<file path="src/sv/table_linear_interpolator_core_assert.svh">
// Assertion macros for the table interpolator core.
`ifndef TABLE_LINEAR_INTERPOLATOR_CORE_ASSERT_SVH
`define TABLE_LINEAR_INTERPOLATOR_CORE_ASSERT_SVH
// Implication checked on every clock edge outside reset.
`define TLI_ASSERT_IMP(label, clk, rst_n, ante, cons, msg) \
	label: assert property (@(posedge clk) disable iff (!rst_n) (ante) |-> (cons)) \
		else $error(msg);
// Next-cycle implication.
`define TLI_ASSERT_NEXT(label, clk, rst_n, ante, cons, msg) \
	label: assert property (@(posedge clk) disable iff (!rst_n) (ante) |=> (cons)) \
		else $error(msg);
`endif

</file>
<file path="src/sv/tli_pkg.sv">
//------------------------------------------------------------------------------
// tli_pkg
// Shared constants and types of the table interpolator.
//------------------------------------------------------------------------------
`default_nettype none
package tli_pkg;
	localparam int TABLE_DEPTH = 512;
	localparam int AW = $clog2(TABLE_DEPTH);
	localparam int TW = 48;
	localparam int VW = 32;
	localparam int LRW = 9;
	localparam logic [LRW-1:0] LAST_ROW_RESET = 9'd275;
	localparam logic [AW-1:0] LAST_MAX = AW'(TABLE_DEPTH - 1);

	localparam logic       CMD_LOAD  = 1'b0;
	localparam logic       CMD_QUERY = 1'b1;
	localparam logic [1:0] ST_LOADED = 2'd0;
	localparam logic [1:0] ST_INTERP = 2'd1;
	localparam logic [1:0] ST_FIRST  = 2'd2;
	localparam logic [1:0] ST_LAST   = 2'd3;

	typedef struct packed {
		logic          cmd;
		logic [8:0]    row_index;
		logic [TW-1:0] row_temp;
		logic [VW-1:0] row_first_value;
		logic [VW-1:0] row_second_value;
		logic [TW-1:0] query_temp;
	} in_word_t;

	typedef struct packed {
		logic [VW-1:0] first_result;
		logic [VW-1:0] second_result;
		logic [1:0]    status;
	} out_word_t;

	// Queue entry between front and back: a query, or a pre-classified load.
	typedef struct packed {
		logic          is_query;
		logic          do_write;
		logic [AW-1:0] addr;
		logic [TW-1:0] temp;
		logic [VW-1:0] v1;
		logic [VW-1:0] v2;
		logic [AW-1:0] last;
	} job_t;
endpackage
`default_nettype wire

</file>
<file path="src/sv/tli_if.sv">
//------------------------------------------------------------------------------
// tli_in_if / tli_out_if / tli_cfg_if
// Valid/ready channels of the table interpolator.
//------------------------------------------------------------------------------
`default_nettype none
interface tli_in_if import tli_pkg::*; ();
	logic     valid;
	logic     ready;
	in_word_t data;
	modport source (output valid, output data, input ready);
	modport sink (input valid, input data, output ready);
endinterface

`default_nettype wire

</file>
<file path="src/sv/tli_front.sv">
//------------------------------------------------------------------------------
// tli_front
// Accept words, classify loads and queries, push jobs into a two-entry queue.
//------------------------------------------------------------------------------
`default_nettype none
module tli_front import tli_pkg::*; (
	input  wire logic     clk,
	input  wire logic     arst_n,
	tli_in_if.sink        in_ch,
	input  wire logic [AW-1:0] last,
	output job_t          job,
	output logic          job_valid,
	input  wire logic     job_pop
);
	job_t       q_q [2];
	logic [1:0] cnt_q;
	logic       rd_q;
	job_t       nj;
	logic       push;

	assign in_ch.ready = (cnt_q != 2'd2);
	assign push = in_ch.valid && in_ch.ready;
	assign job_valid = (cnt_q != 2'd0);
	assign job = q_q[rd_q];

	always_comb begin
		nj.is_query = (in_ch.data.cmd == CMD_QUERY);
		// out-of-range index writes nothing
		nj.do_write = (in_ch.data.cmd == CMD_LOAD) &&
			({1'b0, in_ch.data.row_index} < 10'(TABLE_DEPTH));
		nj.addr = AW'(in_ch.data.row_index);
		nj.temp = nj.is_query ? in_ch.data.query_temp : in_ch.data.row_temp;
		nj.v1 = in_ch.data.row_first_value;
		nj.v2 = in_ch.data.row_second_value;
		nj.last = last;
	end

	always_ff @(posedge clk) begin
		if (push) q_q[rd_q ^ (cnt_q == 2'd1)] <= nj;
	end

	always_ff @(posedge clk or negedge arst_n) begin
		if (!arst_n) begin
			cnt_q <= 2'd0;
			rd_q <= 1'b0;
		end else begin
			cnt_q <= cnt_q + {1'b0, push} - {1'b0, job_pop};
			if (job_pop) rd_q <= ~rd_q;
		end
	end
endmodule
`default_nettype wire

</file>
<file path="src/flat_wrapper.sv">
// flat-port wrapper written by rule: the top's interface ports become plain ports
module tli_front_flat import tli_pkg::*;
  (clk, arst_n, last, job, job_valid, job_pop, in_ch_valid, in_ch_data, in_ch_ready);
  tli_in_if in_ch_i ();
  input  wire logic clk;
  input  wire logic arst_n;
  input  wire logic [AW-1:0] last;
  output job_t job;
  output logic job_valid;
  input  wire logic job_pop;
  input wire logic [$bits(in_ch_i.valid)-1:0] in_ch_valid;
  input wire logic [$bits(in_ch_i.data)-1:0] in_ch_data;
  output wire logic [$bits(in_ch_i.ready)-1:0] in_ch_ready;
  assign in_ch_i.valid = in_ch_valid;
  assign in_ch_i.data = in_ch_data;
  assign in_ch_ready = in_ch_i.ready;
  tli_front u_core (.clk(clk), .arst_n(arst_n), .in_ch(in_ch_i), .last(last), .job(job), .job_valid(job_valid), .job_pop(job_pop));
endmodule
</file>
<file path="config.mk">
export PLATFORM = sky130hd
export DESIGN_NAME = tli_front_flat
export DESIGN_NICKNAME = d
export VERILOG_FILES = /design/src/sv/table_linear_interpolator_core_assert.svh /design/src/sv/tli_pkg.sv /design/src/sv/tli_if.sv /design/src/sv/tli_front.sv /design/src/flat_wrapper.sv
export SDC_FILE = /design/constraint.sdc
export NUM_CORES = 1
export LEC_CHECK = 0
export BUFFER_PORTS_ARGS = -buffer_cell sky130_fd_sc_hd__buf_2
export CORE_MARGIN = 5
export CORE_UTILIZATION = 53
export CTS_BUF_LIST = sky130_fd_sc_hd__clkbuf_4
export DETAILED_ROUTE_END_ITERATION = 8
export PLACE_DENSITY = 0.82
export SYNTH_ARGS = -nofsm -noshare
export SYNTH_HDL_FRONTEND = slang
export SYNTH_SLANG_ARGS = --single-unit
</file>
<file path="constraint.sdc">
create_clock -name clk -period 11 [get_ports clk]
set_input_delay 0.55 -clock clk [delete_from_list [all_inputs] [get_ports clk]]
set_output_delay 0.55 -clock clk [all_outputs]
set_load 0.005 [all_outputs]
</file>
==> results of run 1 <==
-- cell usage in the layout, fill, tap and decap left out --
master,netlist,routed
sky130_fd_sc_hd__inv_2,0,2
sky130_fd_sc_hd__xor2_1,2,2
sky130_fd_sc_hd__mux2_2,130,130
sky130_fd_sc_hd__mux2_4,50,50
sky130_fd_sc_hd__clkbuf_4,0,102
sky130_fd_sc_hd__edfxtp_1,264,264
sky130_fd_sc_hd__xnor2_1,2,2
sky130_fd_sc_hd__or2_2,1,1
sky130_fd_sc_hd__ha_1,2,2
sky130_fd_sc_hd__nand2_1,1,1
sky130_fd_sc_hd__and2_1,1,1
sky130_fd_sc_hd__buf_4,2,5
sky130_fd_sc_hd__dfrtp_1,3,2
sky130_fd_sc_hd__dlygate4sd3_1,0,1
sky130_fd_sc_hd__inv_1,3,3
sky130_fd_sc_hd__clkinv_1,0,7
sky130_fd_sc_hd__buf_2,11,316
sky130_fd_sc_hd__bufinv_16,0,2
sky130_fd_sc_hd__dfrtp_4,0,1
sky130_fd_sc_hd__nand2b_1,3,3
sky130_fd_sc_hd__clkinv_2,0,2
sky130_fd_sc_hd__o22ai_4,0,2
-- flip-flops by register name (all words and copies together), names as in the netlist --
signal,count
u_core.rd_q,1
u_core.q_q,264
u_core.cnt_q,2
-- timing repair --
item	CTS	global route
endpoints found under the hold margin	3	0
hold buffers	1	0
endpoints found under the setup margin	0	0
gates resized for setup	0	0
-- per-layer routing --
metal	track usage	vias up	wire length, um
met2	0.306	316	10300
met1	0.228	2742	8410
met4	0.0834	4	626
met5	0	-	21
met3	0.0668	52	2230
li1	-	2701	-
-- kinds of logic after synthesis --
group                    count (synthesis)  synth area share
adder cells (fa/ha/maj)                  2           0.00239
buffers and inverters                   23            0.0153
multiplexers                           180             0.211
XOR/XNOR                                 4           0.00334
flip-flops                             267             0.763
AO/OA/AOI/OAI                            2           0.00119
AND/OR/NAND/NOR                          6           0.00334
-- how the worst max path moves through the flow --
stage,slack [ns],start,end,cells after the start
after detailed placement,7.76,u_core.rd_q,job[51],3
after global routing,6.99,u_core.rd_q,job[51],3
after CTS,7.06,u_core.rd_q,job[71],3
after floorplan,3.16,u_core.rd_q,u_core.q_q[0][0],4
after global placement,7.75,u_core.rd_q,job[11],3
final,7.18,u_core.rd_q,job[51],3
-- power by group --
group          switching, mW  internal (mW)
combinational          0.557          0.574
sequential             0.134           1.56
clock                  0.360          0.468
total                   1.05           2.60
-- stage by stage --
stage                     setup WS (ns)  instance area, sq um
final                              7.18                 13200
after CTS                          7.06                 13200
after detailed placement           7.76                 12300
after floorplan                    3.16                 10500
after global placement             7.75                 12300
after global routing               6.99                 13200
-- layout make-up --
cell class / count / area, sq um
flip-flops and latches: 267 / 8010
fillers: 1279 / 6260
multi-input cells: 194 / 2350
repair buffers: 322 / 1630
clock buffers: 102 / 766
well taps: 265 / 332
clock inverters: 13 / 104
inverters: 3 / 11.3
-- synth_stat cells --
cell type and number:
sky130_fd_sc_hd__o22ai_1 2, sky130_fd_sc_hd__and2_1 1, sky130_fd_sc_hd__edfxtp_1 264, sky130_fd_sc_hd__xor2_1 2
sky130_fd_sc_hd__ha_1 2, sky130_fd_sc_hd__nand2_1 1, sky130_fd_sc_hd__buf_2 11, sky130_fd_sc_hd__buf_6 7
sky130_fd_sc_hd__inv_1 3, sky130_fd_sc_hd__or2_2 1, sky130_fd_sc_hd__xnor2_1 2, sky130_fd_sc_hd__mux2_4 50
sky130_fd_sc_hd__dfrtp_1 3, sky130_fd_sc_hd__nand2b_1 3, sky130_fd_sc_hd__buf_4 2, sky130_fd_sc_hd__mux2_2 130
==> impl_results.html, run 1 <==
<table>
<tr><th>Metric</th><th>Value</th></tr>
<tr><th colspan="2">Hold path</th></tr>
<tr><td>Cell count of the worst hold path</td><td>1</td></tr>
<tr><td>Class of the tightest hold or removal check</td><td>in -&gt; reg</td></tr>
<tr><td>Launch instance of the worst min-delay path</td><td>in_ch_data[69]</td></tr>
<tr><td>Worst hold path endpoint</td><td>u_core.q_q[1][30]</td></tr>
<tr><th colspan="2">Setup path</th></tr>
<tr><td>Required time of the critical path</td><td>10.45 ns</td></tr>
<tr><td>Register-to-register path setup slack</td><td>8.03 ns</td></tr>
<tr><td>Critical path's top delay family</td><td>flip-flops</td></tr>
<tr><td>End of the worst register-to-register path</td><td>u_core.q_q[1][87]</td></tr>
<tr><td>Crit end category</td><td>output port</td></tr>
<tr><td>Worst setup path category</td><td>reg -&gt; out</td></tr>
<tr><td>Delay of the slowest cell on the worst path</td><td>1.06 ns</td></tr>
<tr><td>Crit Reg-Reg Startpoint</td><td>u_core.rd_q</td></tr>
<tr><td>Reg2reg path depth</td><td>3</td></tr>
<tr><td>Cells along the critical path</td><td>buf_4 &gt; mux2_2 &gt; buf_2</td></tr>
<tr><td>Crit Path Max Fanout</td><td>74</td></tr>
<tr><td>Number of buffers and inverters on the critical path</td><td>2</td></tr>
<tr><td>CP max-delay cell</td><td>sky130_fd_sc_hd__dfrtp_4</td></tr>
<tr><td>Crit start category</td><td>register</td></tr>
<tr><td>Data arrival, critical path</td><td>3.27 ns</td></tr>
<tr><th colspan="2">Floorplanning</th></tr>
<tr><td>Initial core utilization</td><td>0.539</td></tr>
<tr><td>Die Y-Extent</td><td>151 um</td></tr>
<tr><td>Full die area</td><td>22,700 sq um</td></tr>
<tr><td>Standard-cell row count</td><td>51</td></tr>
<tr><td>Overall die width</td><td>151 um</td></tr>
<tr><td>Core ar.</td><td>19,500 sq um</td></tr>
<tr><td>I/O pin count</td><td>317</td></tr>
<tr><th colspan="2">Global routing</th></tr>
<tr><td>First-pass GRT wire length</td><td>32,600 um</td></tr>
<tr><td>Number of antenna violations at the first check in global routing</td><td>2</td></tr>
<tr><td>Global router's overall resource usage</td><td>0.188</td></tr>
<tr><td>Global route total overflow</td><td>0</td></tr>
<tr><td>Number of global-route vias before repair</td><td>6,344</td></tr>
<tr><td>Largest net degree at the start of global routing</td><td>84</td></tr>
<tr><th colspan="2">CTS</th></tr>
<tr><td>Setup bufs post-CTS</td><td>0</td></tr>
<tr><td>Total clock sinks</td><td>267</td></tr>
<tr><td>Maximum number of buffers from clock root to sink</td><td>3</td></tr>
<tr><td>TritonCTS clock tree</td><td>done</td></tr>
<tr><td>H-tree levels</td><td>3</td></tr>
<tr><td>Clock edge transition at the registers on the reported setup and hold paths</td><td>0.07 ns</td></tr>
<tr><td>Cell chosen for the clock root</td><td>sky130_fd_sc_hd__clkbuf_4</td></tr>
<tr><td>Cts bufs inserted</td><td>68</td></tr>
<tr><td>Later-pin clock latency in the skew report</td><td>0.62 ns</td></tr>
<tr><th colspan="2">Placed design</th></tr>
<tr><td>Number of buffers added on ports</td><td>316</td></tr>
<tr><td>Weighted congestion reported at the end of routability-driven placement</td><td>0.748</td></tr>
<tr><td>Placed wire-length estimate</td><td>14,600 um</td></tr>
<tr><td># placed instances</td><td>1,050</td></tr>
<tr><th colspan="2">STA</th></tr>
<tr><td>Clock period minus worst slack</td><td>3.82 ns</td></tr>
<tr><td>Hold WS</td><td>0.118 ns</td></tr>
<tr><td>Fmax</td><td>262 MHz</td></tr>
<tr><td>Summed negative setup slack over all endpoints</td><td>0 ns</td></tr>
<tr><td>Setup skew after layout</td><td>0.0326 ns</td></tr>
<tr><td>Max_slew headroom</td><td>0.256</td></tr>
<tr><td>Final setup violation count</td><td>0</td></tr>
<tr><td>Final number of max-transition violations</td><td>0</td></tr>
<tr><td>Unrepaired setup endpoints after global routing</td><td>no</td></tr>
<tr><td>Number of hold-slack violations in the final timing report</td><td>0</td></tr>
<tr><td>Worst Max-Slew Pin Slew</td><td>1.12 ns</td></tr>
<tr><td>Final period utilization</td><td>0.348</td></tr>
<tr><th colspan="2">Layout</th></tr>
<tr><td>Ratio of cells with drive above 1 in the final layout</td><td>0.680</td></tr>
<tr><td>Count of non-filler cells in the finished layout</td><td>1,166</td></tr>
<tr><td>Fin nets</td><td>1,041</td></tr>
<tr><td>Relative area change from synthesis to final layout</td><td>25.9%</td></tr>
<tr><td>Number of diodes</td><td>0</td></tr>
<tr><td>Final Util</td><td>0.678</td></tr>
<tr><th colspan="2">Synth</th></tr>
<tr><td>Share of Yosys cell area claimed by the top area cell type</td><td>0.756</td></tr>
<tr><td>Library cell occupying the most area in the post-synthesis netlist</td><td>sky130_fd_sc_hd__edfxtp_1</td></tr>
<tr><td>Largest cells by area after synthesis</td><td>sky130_fd_sc_hd__edfxtp_1 76%, sky130_fd_sc_hd__mux2_2 14%, sky130_fd_sc_hd__mux2_4 7.2%</td></tr>
<tr><td>Number of library cell types mapped by synthesis</td><td>16</td></tr>
<tr><td>Synthesized flop and latch total</td><td>267</td></tr>
<tr><td>Post-synthesis instance total</td><td>484</td></tr>
<tr><td>Syn nets</td><td>669</td></tr>
<tr><td>Area of the mapped netlist</td><td>10,500 sq um</td></tr>
<tr><td>Syn. warnings</td><td>0</td></tr>
<tr><td>Synthesized area per cell</td><td>21.7 sq um</td></tr>
<tr><td>Portion of the post-synthesis area used by sequential elements</td><td>0.763</td></tr>
<tr><th colspan="2">Route</th></tr>
<tr><td>Count of unresolved DRC violations after routing</td><td>0</td></tr>
<tr><td>DR vias/cell</td><td>4.99</td></tr>
<tr><td>Initial drt markers</td><td>232</td></tr>
<tr><td>Number of nets with antenna violations after detailed routing</td><td>0</td></tr>
<tr><td>First-pass iteration count of the detailed router</td><td>4</td></tr>
<tr><td>Wire length per cell after detailed routing</td><td>18.6 um</td></tr>
<tr><td>DR vias</td><td>5,815</td></tr>
<tr><td>Wire length reported by the detailed router</td><td>21,600 um</td></tr>
<tr><th colspan="2">Status</th></tr>
<tr><td>Result of the run</td><td>completed</td></tr>
<tr><th colspan="2">Run</th></tr>
<tr><td># Max-Cap Violations</td><td>0</td></tr>
<tr><th colspan="2">Power</th></tr>
<tr><td>Static Leak</td><td>5.26 nW</td></tr>
<tr><td>PnR Total Power</td><td>3.65 mW</td></tr>
<tr><td>Pwr dens</td><td>277 nW/um^2</td></tr>
<tr><td>Maximum vdd drop</td><td>0.000128 V</td></tr>
</table>
(Power assumes the default switching activity.)
==> inputs of run 2 (changes only) <==
--- a/config.mk
+++ b/config.mk
@@ -5,6 +5,7 @@
 export SDC_FILE = /design/constraint.sdc
 export NUM_CORES = 1
 export LEC_CHECK = 0
+export ABC_AREA = 1
 export BUFFER_PORTS_ARGS = -buffer_cell sky130_fd_sc_hd__buf_2
 export CORE_MARGIN = 5
 export CORE_UTILIZATION = 53
==> constraint.sdc (replaced) <==
create_clock -name clk -period 3.8 [get_ports clk]
set_input_delay 0.19 -clock clk [delete_from_list [all_inputs] [get_ports clk]]
set_output_delay 0.19 -clock clk [all_outputs]
set_load 0.005 [all_outputs]
==> impl_results.html, run 2 <==
<table>
<tr><th>Metric</th><th>Value</th></tr>
<tr><th colspan="2">Floorplanning</th></tr>
<tr><td>I/O pin count</td><td>317 (unchanged)</td></tr>
<tr><td>Overall die width</td><td>150 um (was 151 um)</td></tr>
<tr><td>Standard-cell row count</td><td>51 (unchanged)</td></tr>
<tr><td>Core ar.</td><td>19,400 sq um (was 19,500 sq um)</td></tr>
<tr><td>Initial core utilization</td><td>0.537 (was 0.539)</td></tr>
<tr><td>Full die area</td><td>22,600 sq um (was 22,700 sq um)</td></tr>
<tr><td>Die Y-Extent</td><td>150 um (was 151 um)</td></tr>
<tr><th colspan="2">Power</th></tr>
<tr><td>Clock share of power</td><td>0.241 (was 0.227)</td></tr>
<tr><td>Static Leak</td><td>6.80 nW (was 5.26 nW)</td></tr>
<tr><td>Switching power as a share of total power</td><td>0.341 (was 0.288)</td></tr>
<tr><td>Pwr dens</td><td>712 nW/um^2 (was 277 nW/um^2)</td></tr>
<tr><td>Net Switching</td><td>3.62 mW (was 1.05 mW)</td></tr>
<tr><td>Maximum vdd drop</td><td>0.000593 V (was 0.000128 V)</td></tr>
<tr><td>Design internal power</td><td>6.99 mW (was 2.60 mW)</td></tr>
<tr><td>Combinational group share of total power</td><td>0.320 (was 0.310)</td></tr>
<tr><td>Reg power frac</td><td>0.438 (was 0.464)</td></tr>
<tr><th colspan="2">STA</th></tr>
<tr><td>Setup skew after layout</td><td>0.0266 ns (was 0.0326 ns)</td></tr>
<tr><td>Unrepaired setup endpoints after global routing</td><td>no (unchanged)</td></tr>
<tr><td>Summed negative setup slack over all endpoints</td><td>0 ns (unchanged)</td></tr>
<tr><td>Clock period minus worst slack</td><td>2.89 ns</td></tr>
<tr><td>Hold WS</td><td>0.0831 ns (was 0.118 ns)</td></tr>
<tr><td>Final period utilization</td><td>0.761</td></tr>
<tr><td>Final number of max-transition violations</td><td>0 (unchanged)</td></tr>
<tr><td>Worst Max-Slew Pin Slew</td><td>0.862 ns (was 1.12 ns)</td></tr>
<tr><td>Max_slew headroom</td><td>0.425 (was 0.256)</td></tr>
<tr><td>Fmax</td><td>346 MHz</td></tr>
<tr><td>Number of hold-slack violations in the final timing report</td><td>0 (unchanged)</td></tr>
<tr><td>Final setup violation count</td><td>0 (unchanged)</td></tr>
<tr><th colspan="2">Global routing</th></tr>
<tr><td>Global route total overflow</td><td>0 (unchanged)</td></tr>
<tr><td>Number of antenna violations at the first check in global routing</td><td>3 (was 2)</td></tr>
<tr><td>Number of global-route vias before repair</td><td>9,178 (was 6,344)</td></tr>
<tr><td>First-pass GRT wire length</td><td>46,800 um (was 32,600 um)</td></tr>
<tr><td>Global router's overall resource usage</td><td>0.269 (was 0.188)</td></tr>
<tr><td>Largest net degree at the start of global routing</td><td>77 (was 84)</td></tr>
<tr><th colspan="2">Synth</th></tr>
<tr><td>Main combinational cell family by area after synthesis</td><td>simple AND/OR/NAND/NOR gates (was multiplexers)</td></tr>
<tr><td>Syn nets</td><td>1,057 (was 669)</td></tr>
<tr><td>Area share of and/or/nand/nor cells after synthesis</td><td>0.200 (was 0.00334)</td></tr>
<tr><td>Syn. warnings</td><td>0 (unchanged)</td></tr>
<tr><td>Async S/R FF share, synth</td><td>0.0112 (unchanged)</td></tr>
<tr><td>Synthesized area per cell</td><td>12.0 sq um (was 21.7 sq um)</td></tr>
<tr><td>Post-synthesis instance total</td><td>872 (was 484)</td></tr>
<tr><td>Most common flop cell mapped by yosys</td><td>sky130_fd_sc_hd__edfxtp_1 (unchanged)</td></tr>
<tr><td>Library cell occupying the most area in the post-synthesis netlist</td><td>sky130_fd_sc_hd__edfxtp_1 (unchanged)</td></tr>
<tr><td>Area of the mapped netlist</td><td>10,400 sq um (was 10,500 sq um)</td></tr>
<tr><td>Library cell with the highest instance count after synthesis</td><td>sky130_fd_sc_hd__nand2_1 (was sky130_fd_sc_hd__edfxtp_1)</td></tr>
<tr><td>Share of cell area taken by muxes after synthesis</td><td>0 (was 0.211)</td></tr>
<tr><td>Synth top cells by count</td><td>551 x sky130_fd_sc_hd__nand2_1, 264 x sky130_fd_sc_hd__edfxtp_1, 21 x sky130_fd_sc_hd__buf_2, 10 x sky130_fd_sc_hd__buf_4, 8 x sky130_fd_sc_hd__buf_6 (was 264 x sky130_fd_sc_hd__edfxtp_1, 130 x sky130_fd_sc_hd__mux2_2, 50 x sky130_fd_sc_hd__mux2_4, 11 x sky130_fd_sc_hd__buf_2, 7 x sky130_fd_sc_hd__buf_6)</td></tr>
<tr><td>Number of library cell types mapped by synthesis</td><td>14 (was 16)</td></tr>
<tr><td>Post-synthesis adder-cell area fraction</td><td>0.00240 (was 0.00239)</td></tr>
<tr><td>Largest cells by area after synthesis</td><td>sky130_fd_sc_hd__edfxtp_1 76%, sky130_fd_sc_hd__nand2_1 20%, sky130_fd_sc_hd__buf_2 1.0% (was sky130_fd_sc_hd__edfxtp_1 76%, sky130_fd_sc_hd__mux2_2 14%, sky130_fd_sc_hd__mux2_4 7.2%)</td></tr>
<tr><td>Portion of the post-synthesis area used by sequential elements</td><td>0.768 (was 0.763)</td></tr>
<tr><td>Synthesized flop and latch total</td><td>267 (unchanged)</td></tr>
<tr><td>Share of Yosys cell area claimed by the top area cell type</td><td>0.760 (was 0.756)</td></tr>
<tr><td>Compound-Gate Fraction of Synth Area</td><td>0.000480 (was 0.00119)</td></tr>
<tr><td>Number of enable-type register cells in the synthesized netlist</td><td>264 (unchanged)</td></tr>
<tr><td>Post-synthesis xor/xnor area fraction</td><td>0.000840 (was 0.00334)</td></tr>
<tr><th colspan="2">Layout</th></tr>
<tr><td>Count of non-filler cells in the finished layout</td><td>1,719 (was 1,166)</td></tr>
<tr><td>Most common cell after layout, fill and taps aside</td><td>sky130_fd_sc_hd__nand2_1 (was sky130_fd_sc_hd__buf_2)</td></tr>
<tr><td>Biggest registers after layout</td><td>u_core.q_q x264, u_core.cnt_q x2, u_core.rd_q x1 (unchanged)</td></tr>
<tr><td>Ratio of cells with drive above 1 in the final layout</td><td>0.297 (was 0.680)</td></tr>
<tr><td>Largest register by flop count</td><td>u_core.q_q (unchanged)</td></tr>
<tr><td>Fin nets</td><td>1,593 (was 1,041)</td></tr>
<tr><td>Flip-flop count of the largest register after layout</td><td>264 (unchanged)</td></tr>
<tr><td>Final Util</td><td>0.769 (was 0.678)</td></tr>
<tr><td>Highest-count cells in the layout ignoring fill and taps</td><td>551 x sky130_fd_sc_hd__nand2_1, 316 x sky130_fd_sc_hd__buf_2, 264 x sky130_fd_sc_hd__edfxtp_1 (was 316 x sky130_fd_sc_hd__buf_2, 264 x sky130_fd_sc_hd__edfxtp_1, 130 x sky130_fd_sc_hd__mux2_2)</td></tr>
<tr><td>Relative area change from synthesis to final layout</td><td>43.0% (was 25.9%)</td></tr>
<tr><td>Final Instance Area</td><td>14,900 sq um (was 13,200 sq um)</td></tr>
<tr><th colspan="2">Placed design</th></tr>
<tr><td>Number of buffers added on ports</td><td>316 (unchanged)</td></tr>
<tr><td>Placed wire-length estimate</td><td>15,600 um (was 14,600 um)</td></tr>
<tr><td>Weighted congestion reported at the end of routability-driven placement</td><td>0.779 (was 0.748)</td></tr>
<tr><td>Total cell area at the placement stage</td><td>12,200 sq um (was 12,300 sq um)</td></tr>
<tr><td># placed instances</td><td>1,424 (was 1,050)</td></tr>
<tr><th colspan="2">CTS</th></tr>
<tr><td>Maximum number of buffers from clock root to sink</td><td>3 (unchanged)</td></tr>
<tr><td>Cell chosen for the clock root</td><td>sky130_fd_sc_hd__clkbuf_4 (unchanged)</td></tr>
<tr><td>Later-pin clock latency in the skew report</td><td>0.61 ns (was 0.62 ns)</td></tr>
<tr><td>Clock edge transition at the registers on the reported setup and hold paths</td><td>0.07 ns (about the same)</td></tr>
<tr><td>Total clock sinks</td><td>267 (unchanged)</td></tr>
<tr><td>Cts bufs inserted</td><td>66 (was 68)</td></tr>
<tr><td>H-tree levels</td><td>3 (unchanged)</td></tr>
<tr><td>CTS resizes</td><td>0 (unchanged)</td></tr>
<tr><td>TritonCTS clock tree</td><td>done (unchanged)</td></tr>
<tr><th colspan="2">Setup path</th></tr>
<tr><td>Reg2reg path depth</td><td>5 (was 3)</td></tr>
<tr><td>Register-to-register path setup slack</td><td>1.20 ns (was 8.03 ns)</td></tr>
<tr><td>Data arrival, critical path</td><td>2.70 ns (was 3.27 ns)</td></tr>
<tr><td>Crit start category</td><td>register (unchanged)</td></tr>
<tr><td>Crit Path Max Fanout</td><td>68 (was 74)</td></tr>
<tr><td>Required time of the critical path</td><td>3.61 ns (was 10.45 ns)</td></tr>
<tr><td>Crit end category</td><td>output port (unchanged)</td></tr>
<tr><td>Worst setup path category</td><td>reg -&gt; out (unchanged)</td></tr>
<tr><th colspan="2">Status</th></tr>
<tr><td>Result of the run</td><td>completed (unchanged)</td></tr>
<tr><th colspan="2">Route</th></tr>
<tr><td>DR vias/cell</td><td>5.10 (was 4.99)</td></tr>
<tr><td>Wire length per cell after detailed routing</td><td>18.0 um (was 18.6 um)</td></tr>
<tr><td>Initial drt markers</td><td>666 (was 232)</td></tr>
<tr><td>Count of unresolved DRC violations after routing</td><td>0 (unchanged)</td></tr>
<tr><td>First-pass iteration count of the detailed router</td><td>7 (was 4)</td></tr>
<tr><td>Number of nets with antenna violations after detailed routing</td><td>0 (unchanged)</td></tr>
<tr><td>DR vias</td><td>8,770 (was 5,815)</td></tr>
<tr><td>Wire length reported by the detailed router</td><td>31,000 um (was 21,600 um)</td></tr>
<tr><th colspan="2">Hold path</th></tr>
<tr><td>Cell count of the worst hold path</td><td>4 (was 1)</td></tr>
<tr><td>Class of the tightest hold or removal check</td><td>in -&gt; reg (unchanged)</td></tr>
<tr><th colspan="2">Run</th></tr>
<tr><td># Max-Cap Violations</td><td>0 (unchanged)</td></tr>
</table>
run 2: changes by cell type after synthesis, sizes merged:
cell and change:
buf +19, xnor2 -2, and2 -1, xor2 -1, nor2 +1, nand2 +550, inv +5, o22ai -2
a21oi +1, mux2 -180, nand2b -3, nand3 +2, or2 -1
run 2: cells by family after synthesis:
logic type | Yosys count
buffers and inverters | 47
xor gates and xnor gates | 1
AOI/OAI and AO/OA | 1
and+or+nand+nor | 554
adders and majority gates | 2
DFF | 267
run 2: power groups by stage:
stage / combinational, mW / sequential (mW) / clock (mW)
floorplan: 1.84 / 4.57 / 0
global placement: 3.07 / 4.63 / 0
detailed placement: 3.14 / 4.66 / 0
CTS: 3.32 / 4.61 / 2.55
global route: 3.73 / 4.71 / 2.78
finish: 3.40 / 4.65 / 2.56
run 2: path summary, 6_finish.rpt:
kind / start / endpoint
max: u_core.rd_q / job[36]
min: in_ch_valid / u_core.cnt_q[0]
max reg2reg: u_core.rd_q / u_core.q_q[1][15]
min reg2reg: u_core.cnt_q[1] / u_core.cnt_q[1]
max in group asynchronous: arst_n / u_core.rd_q
min in group asynchronous: arst_n / u_core.rd_q
run 2: per-layer routing:
metal / vias up / routed length (um) / track usage
met5: - / 0 / 0
met4: 0 / 901 / 0.103
met3: 91 / 3490 / 0.0807
met2: 642 / 15600 / 0.471
met1: 4049 / 10900 / 0.313
li1: 3988 / - / -
run 2: through the flow:
stage,worst slack (ns),power (mW)
2_1_floorplan,0.325,6.41
3_3_place_gp,1.25,7.69
3_5_place_dp,1.23,7.81
4_1_cts,0.904,10.5
5_1_grt,0.672,11.2
6_report,0.910,10.6
run 2: area by class of cell:
| type | instances | area [sq um] |
|---|---|---|
| well taps | 265 | 332 |
| inverters | 8 | 32.5 |
| clock buffers | 91 | 683 |
| repair buffers | 507 | 3510 |
| multi-input cells | 558 | 2140 |
| clock inverters | 18 | 201 |
| fillers | 1035 | 4490 |
| diodes | 5 | 12.5 |
| flip-flops and latches | 267 | 8010 |
run 2: critical path: stages, from the launching register on:
cell and delay (ns):
sky130_fd_sc_hd__dfrtp_4 0.92, sky130_fd_sc_hd__buf_4 0.69, sky130_fd_sc_hd__nand2_1 0.14, sky130_fd_sc_hd__nand2_1 0.14, sky130_fd_sc_hd__buf_2 0.12
run 2: what timing repair did:
action                     in CTS  in global routing
hold endpoints to repair      264                  0
setup endpoints to repair       0                  0
hold buffers                  181                  0
buffers inserted                0                  0
==> inputs of run 3 (changes only) <==
--- a/config.mk
+++ b/config.mk
@@ -8,10 +8,10 @@
 export ABC_AREA = 1
 export BUFFER_PORTS_ARGS = -buffer_cell sky130_fd_sc_hd__buf_2
 export CORE_MARGIN = 5
-export CORE_UTILIZATION = 53
+export CORE_UTILIZATION = 48
 export CTS_BUF_LIST = sky130_fd_sc_hd__clkbuf_4
 export DETAILED_ROUTE_END_ITERATION = 8
-export PLACE_DENSITY = 0.82
+export PLACE_DENSITY = 0.78
 export SYNTH_ARGS = -nofsm -noshare
 export SYNTH_HDL_FRONTEND = slang
 export SYNTH_SLANG_ARGS = --single-unit
==> constraint.sdc (replaced) <==
create_clock -name clk -period 2.55 [get_ports clk]
set_input_delay 0.1275 -clock clk [delete_from_list [all_inputs] [get_ports clk]]
set_output_delay 0.1275 -clock clk [all_outputs]
set_load 0.005 [all_outputs]
==> impl_results.html, run 3 (synthesized netlist as in run 2, its figures left out) <==
<table>
<tr><th>Metric</th><th>Value</th></tr>
<tr><th colspan="2">Status</th></tr>
<tr><td>Result of the run</td><td>completed (unchanged)</td></tr>
<tr><th colspan="2">CTS</th></tr>
<tr><td>Cell chosen for the clock root</td><td>sky130_fd_sc_hd__clkbuf_4 (unchanged)</td></tr>
<tr><td>Cts bufs inserted</td><td>67 (was 66)</td></tr>
<tr><td>Later-pin clock latency in the skew report</td><td>0.66 ns (was 0.61 ns)</td></tr>
<tr><td>TritonCTS clock tree</td><td>done (unchanged)</td></tr>
<tr><td>Total clock sinks</td><td>267 (unchanged)</td></tr>
<tr><td>H-tree levels</td><td>3 (unchanged)</td></tr>
<tr><td>Setup bufs post-CTS</td><td>0 (unchanged)</td></tr>
<tr><td>Maximum number of buffers from clock root to sink</td><td>3 (unchanged)</td></tr>
<tr><td>Clock edge transition at the registers on the reported setup and hold paths</td><td>0.06 ns (was 0.07 ns)</td></tr>
<tr><th colspan="2">Route</th></tr>
<tr><td>Wire length reported by the detailed router</td><td>29,000 um (was 31,000 um)</td></tr>
<tr><td>DR vias/cell</td><td>4.93 (was 5.10)</td></tr>
<tr><td>Wire length per cell after detailed routing</td><td>16.7 um (was 18.0 um)</td></tr>
<tr><td>Number of nets with antenna violations after detailed routing</td><td>0 (unchanged)</td></tr>
<tr><td>Initial drt markers</td><td>597 (was 666)</td></tr>
<tr><td>DR vias</td><td>8,560 (was 8,770)</td></tr>
<tr><td>First-pass iteration count of the detailed router</td><td>6 (was 7)</td></tr>
<tr><td>Count of unresolved DRC violations after routing</td><td>0 (unchanged)</td></tr>
<tr><th colspan="2">Layout</th></tr>
<tr><td>Fin nets</td><td>1,593 (unchanged)</td></tr>
<tr><td>Final-layout fill cell count</td><td>1,354 (was 1,035)</td></tr>
<tr><td>Biggest registers after layout</td><td>u_core.q_q x264, u_core.cnt_q x2, u_core.rd_q x1 (unchanged)</td></tr>
<tr><td>Ratio of cells with drive above 1 in the final layout</td><td>0.299 (was 0.297)</td></tr>
<tr><td>Flip-flop count of the largest register after layout</td><td>264 (unchanged)</td></tr>
<tr><td>Largest register by flop count</td><td>u_core.q_q (unchanged)</td></tr>
<tr><td>Final Instance Area</td><td>14,900 sq um (about the same)</td></tr>
<tr><td>Final Util</td><td>0.691 (was 0.769)</td></tr>
<tr><td>Highest-count cells in the layout ignoring fill and taps</td><td>550 x sky130_fd_sc_hd__nand2_1, 316 x sky130_fd_sc_hd__buf_2, 264 x sky130_fd_sc_hd__edfxtp_1 (was 551 x sky130_fd_sc_hd__nand2_1, 316 x sky130_fd_sc_hd__buf_2, 264 x sky130_fd_sc_hd__edfxtp_1)</td></tr>
<tr><td>Most common cell after layout, fill and taps aside</td><td>sky130_fd_sc_hd__nand2_1 (unchanged)</td></tr>
<tr><td>Count of non-filler cells in the finished layout</td><td>1,737 (was 1,719)</td></tr>
<tr><td>Relative area change from synthesis to final layout</td><td>43.3% (was 43.0%)</td></tr>
<tr><th colspan="2">STA</th></tr>
<tr><td>Hold WS</td><td>0.112 ns (was 0.0831 ns)</td></tr>
<tr><td>Number of hold-slack violations in the final timing report</td><td>0 (unchanged)</td></tr>
<tr><td>Fmax</td><td>413 MHz</td></tr>
<tr><td>Max_slew headroom</td><td>0.434 (was 0.425)</td></tr>
<tr><td>Final period utilization</td><td>0.950</td></tr>
<tr><td>Unrepaired setup endpoints after global routing</td><td>no (unchanged)</td></tr>
<tr><td>Worst Max-Slew Pin Slew</td><td>0.847 ns (was 0.862 ns)</td></tr>
<tr><td>Final setup violation count</td><td>0 (unchanged)</td></tr>
<tr><td>Setup skew after layout</td><td>0.0565 ns (was 0.0266 ns)</td></tr>
<tr><td>Clock period minus worst slack</td><td>2.42 ns</td></tr>
<tr><td>Final number of max-transition violations</td><td>0 (unchanged)</td></tr>
<tr><th colspan="2">Global routing</th></tr>
<tr><td>Number of global-route vias before repair</td><td>9,079 (was 9,178)</td></tr>
<tr><td>Global route total overflow</td><td>0 (unchanged)</td></tr>
<tr><td>Number of antenna violations at the first check in global routing</td><td>0 (was 3)</td></tr>
<tr><td>Largest net degree at the start of global routing</td><td>133 (was 77)</td></tr>
<tr><td>Global router's overall resource usage</td><td>0.230 (was 0.269)</td></tr>
<tr><td>First-pass GRT wire length</td><td>44,400 um (was 46,800 um)</td></tr>
<tr><th colspan="2">Power</th></tr>
<tr><td>Design internal power</td><td>10.2 mW (was 6.99 mW)</td></tr>
<tr><td>Clock share of power</td><td>0.233 (was 0.241)</td></tr>
<tr><td>Static Leak</td><td>6.80 nW (about the same)</td></tr>
<tr><td>Net Switching</td><td>5.34 mW (was 3.62 mW)</td></tr>
<tr><td>Combinational group share of total power</td><td>0.331 (was 0.320)</td></tr>
<tr><td>Reg power frac</td><td>0.436 (was 0.438)</td></tr>
<tr><td>Pwr dens</td><td>1040 nW/um^2 (was 712 nW/um^2)</td></tr>
<tr><td>Switching power as a share of total power</td><td>0.343 (was 0.341)</td></tr>
<tr><td>Maximum vdd drop</td><td>0.000855 V (was 0.000593 V)</td></tr>
<tr><td>PnR Total Power</td><td>15.6 mW (was 10.6 mW)</td></tr>
<tr><th colspan="2">Placed design</th></tr>
<tr><td># placed instances</td><td>1,437 (was 1,424)</td></tr>
<tr><td>Weighted congestion reported at the end of routability-driven placement</td><td>0.805 (was 0.779)</td></tr>
<tr><td>Total cell area at the placement stage</td><td>12,200 sq um (about the same)</td></tr>
<tr><td>Number of buffers added on ports</td><td>316 (unchanged)</td></tr>
<tr><td>Placed wire-length estimate</td><td>16,000 um (was 15,600 um)</td></tr>
<tr><th colspan="2">Setup path</th></tr>
<tr><td>Number of buffers and inverters on the critical path</td><td>3 (was 2)</td></tr>
<tr><td>Cell repeated most along the worst path</td><td>sky130_fd_sc_hd__nand2_1 (unchanged)</td></tr>
<tr><td>Critical path's top delay family</td><td>buffers and inverters (was flip-flops)</td></tr>
<tr><td>Data arrival, critical path</td><td>2.30 ns (was 2.70 ns)</td></tr>
<tr><td>Delay of the slowest cell on the worst path</td><td>0.57 ns (was 0.92 ns)</td></tr>
<tr><td>Required time of the critical path</td><td>2.42 ns (was 3.61 ns)</td></tr>
<tr><td>CP max-delay cell</td><td>sky130_fd_sc_hd__dfrtp_4 (unchanged)</td></tr>
<tr><td>Crit Path Max Fanout</td><td>132 (was 68)</td></tr>
<tr><td>Register-to-register path setup slack</td><td>0.74 ns (was 1.20 ns)</td></tr>
<tr><td>Crit end category</td><td>output port (unchanged)</td></tr>
<tr><td>Crit Reg-Reg Startpoint</td><td>u_core.cnt_q[1] (was u_core.rd_q)</td></tr>
<tr><td>Crit start category</td><td>register (unchanged)</td></tr>
<tr><td>Cells along the critical path</td><td>inv_4 &gt; buf_12 &gt; nand2_1 &gt; nand2_1 &gt; buf_2 (was buf_4 &gt; nand2_1 &gt; nand2_1 &gt; buf_2)</td></tr>
<tr><td>Worst setup path category</td><td>reg -&gt; out (unchanged)</td></tr>
<tr><td>Setup crit start</td><td>u_core.rd_q (unchanged)</td></tr>
<tr><th colspan="2">Floorplanning</th></tr>
<tr><td>I/O pin count</td><td>317 (unchanged)</td></tr>
<tr><td>Initial core utilization</td><td>0.482 (was 0.537)</td></tr>
<tr><td>Standard-cell row count</td><td>54 (was 51)</td></tr>
<tr><td>Die Y-Extent</td><td>157 um (was 150 um)</td></tr>
<tr><td>Core ar.</td><td>21,600 sq um (was 19,400 sq um)</td></tr>
<tr><td>Overall die width</td><td>157 um (was 150 um)</td></tr>
<tr><td>Full die area</td><td>24,800 sq um (was 22,600 sq um)</td></tr>
<tr><th colspan="2">Hold path</th></tr>
<tr><td>Launch instance of the worst min-delay path</td><td>in_ch_data[169] (was in_ch_valid)</td></tr>
<tr><td>Class of the tightest hold or removal check</td><td>in -&gt; reg (unchanged)</td></tr>
<tr><th colspan="2">Run</th></tr>
<tr><td># Max-Cap Violations</td><td>0 (unchanged)</td></tr>
</table>
## run 3: metrics by stage
step                      setup WS (ns)  setup TNS (ns)
final                             0.127               0
after detailed placement          0.825               0
after floorplan                  -0.810         -187.57
after CTS                         0.104               0
after global routing             0.0485               0
after global placement            0.846               0
## run 3: worst reg2reg max path, stage by stage, from the launching register on
cell                      delay (ns)
sky130_fd_sc_hd__dfrtp_1        0.40
sky130_fd_sc_hd__inv_1          0.14
sky130_fd_sc_hd__nand2_1        0.11
sky130_fd_sc_hd__nand2_4        0.09
sky130_fd_sc_hd__nand2_1        0.08
sky130_fd_sc_hd__nor2_4         0.15
sky130_fd_sc_hd__buf_12         0.37
## run 3: metal layers
layer	share of wire	GRT usage
met3	0.11	0.0627
met1	0.36	0.263
met4	0.034	0.112
met5	0	0
met2	0.50	0.401
## run 3: layout make-up
| cell class | count | area (sq um) | area share |
|---|---|---|---|
| inverter | 8 | 32.5 | 0.00218 |
| tap | 280 | 350 | 0.0234 |
| antenna | 1 | 2.50 | 0.000167 |
| multi-input combinational | 558 | 2150 | 0.144 |
| sequential | 267 | 8010 | 0.536 |
| clock buffer | 94 | 706 | 0.0472 |
| timing repair buffer | 506 | 3530 | 0.236 |
| clock inverter | 23 | 166 | 0.0111 |
## run 3: worst paths after layout
kind / end / cells past startpoint
setup / recovery: job[16] / 5
hold / removal: u_core.q_q[1][131] / 2
setup reg to reg: u_core.q_q[1][23] / 6
hold reg to reg: u_core.cnt_q[1] / 3
max in group asynchronous: u_core.rd_q / 3
min in group asynchronous: u_core.cnt_q[1] / 3
## run 3: what timing repair did
item / CTS / global route
hold buffers: 182 / 0
hold endpoints to repair: 266 / 0
endpoints found under the setup margin: 0 / 1
resized for setup: 0 / 1
## run 3: power groups by stage
stage               registers (mW)  logic (mW)  clock network, mW
global route                  6.87        5.69               3.97
detailed placement            6.84        4.84                  0
finish                        6.78        5.15               3.63
floorplan                     6.81        2.78                  0
CTS                           6.75        5.10               3.68
global placement              6.79        4.75                  0
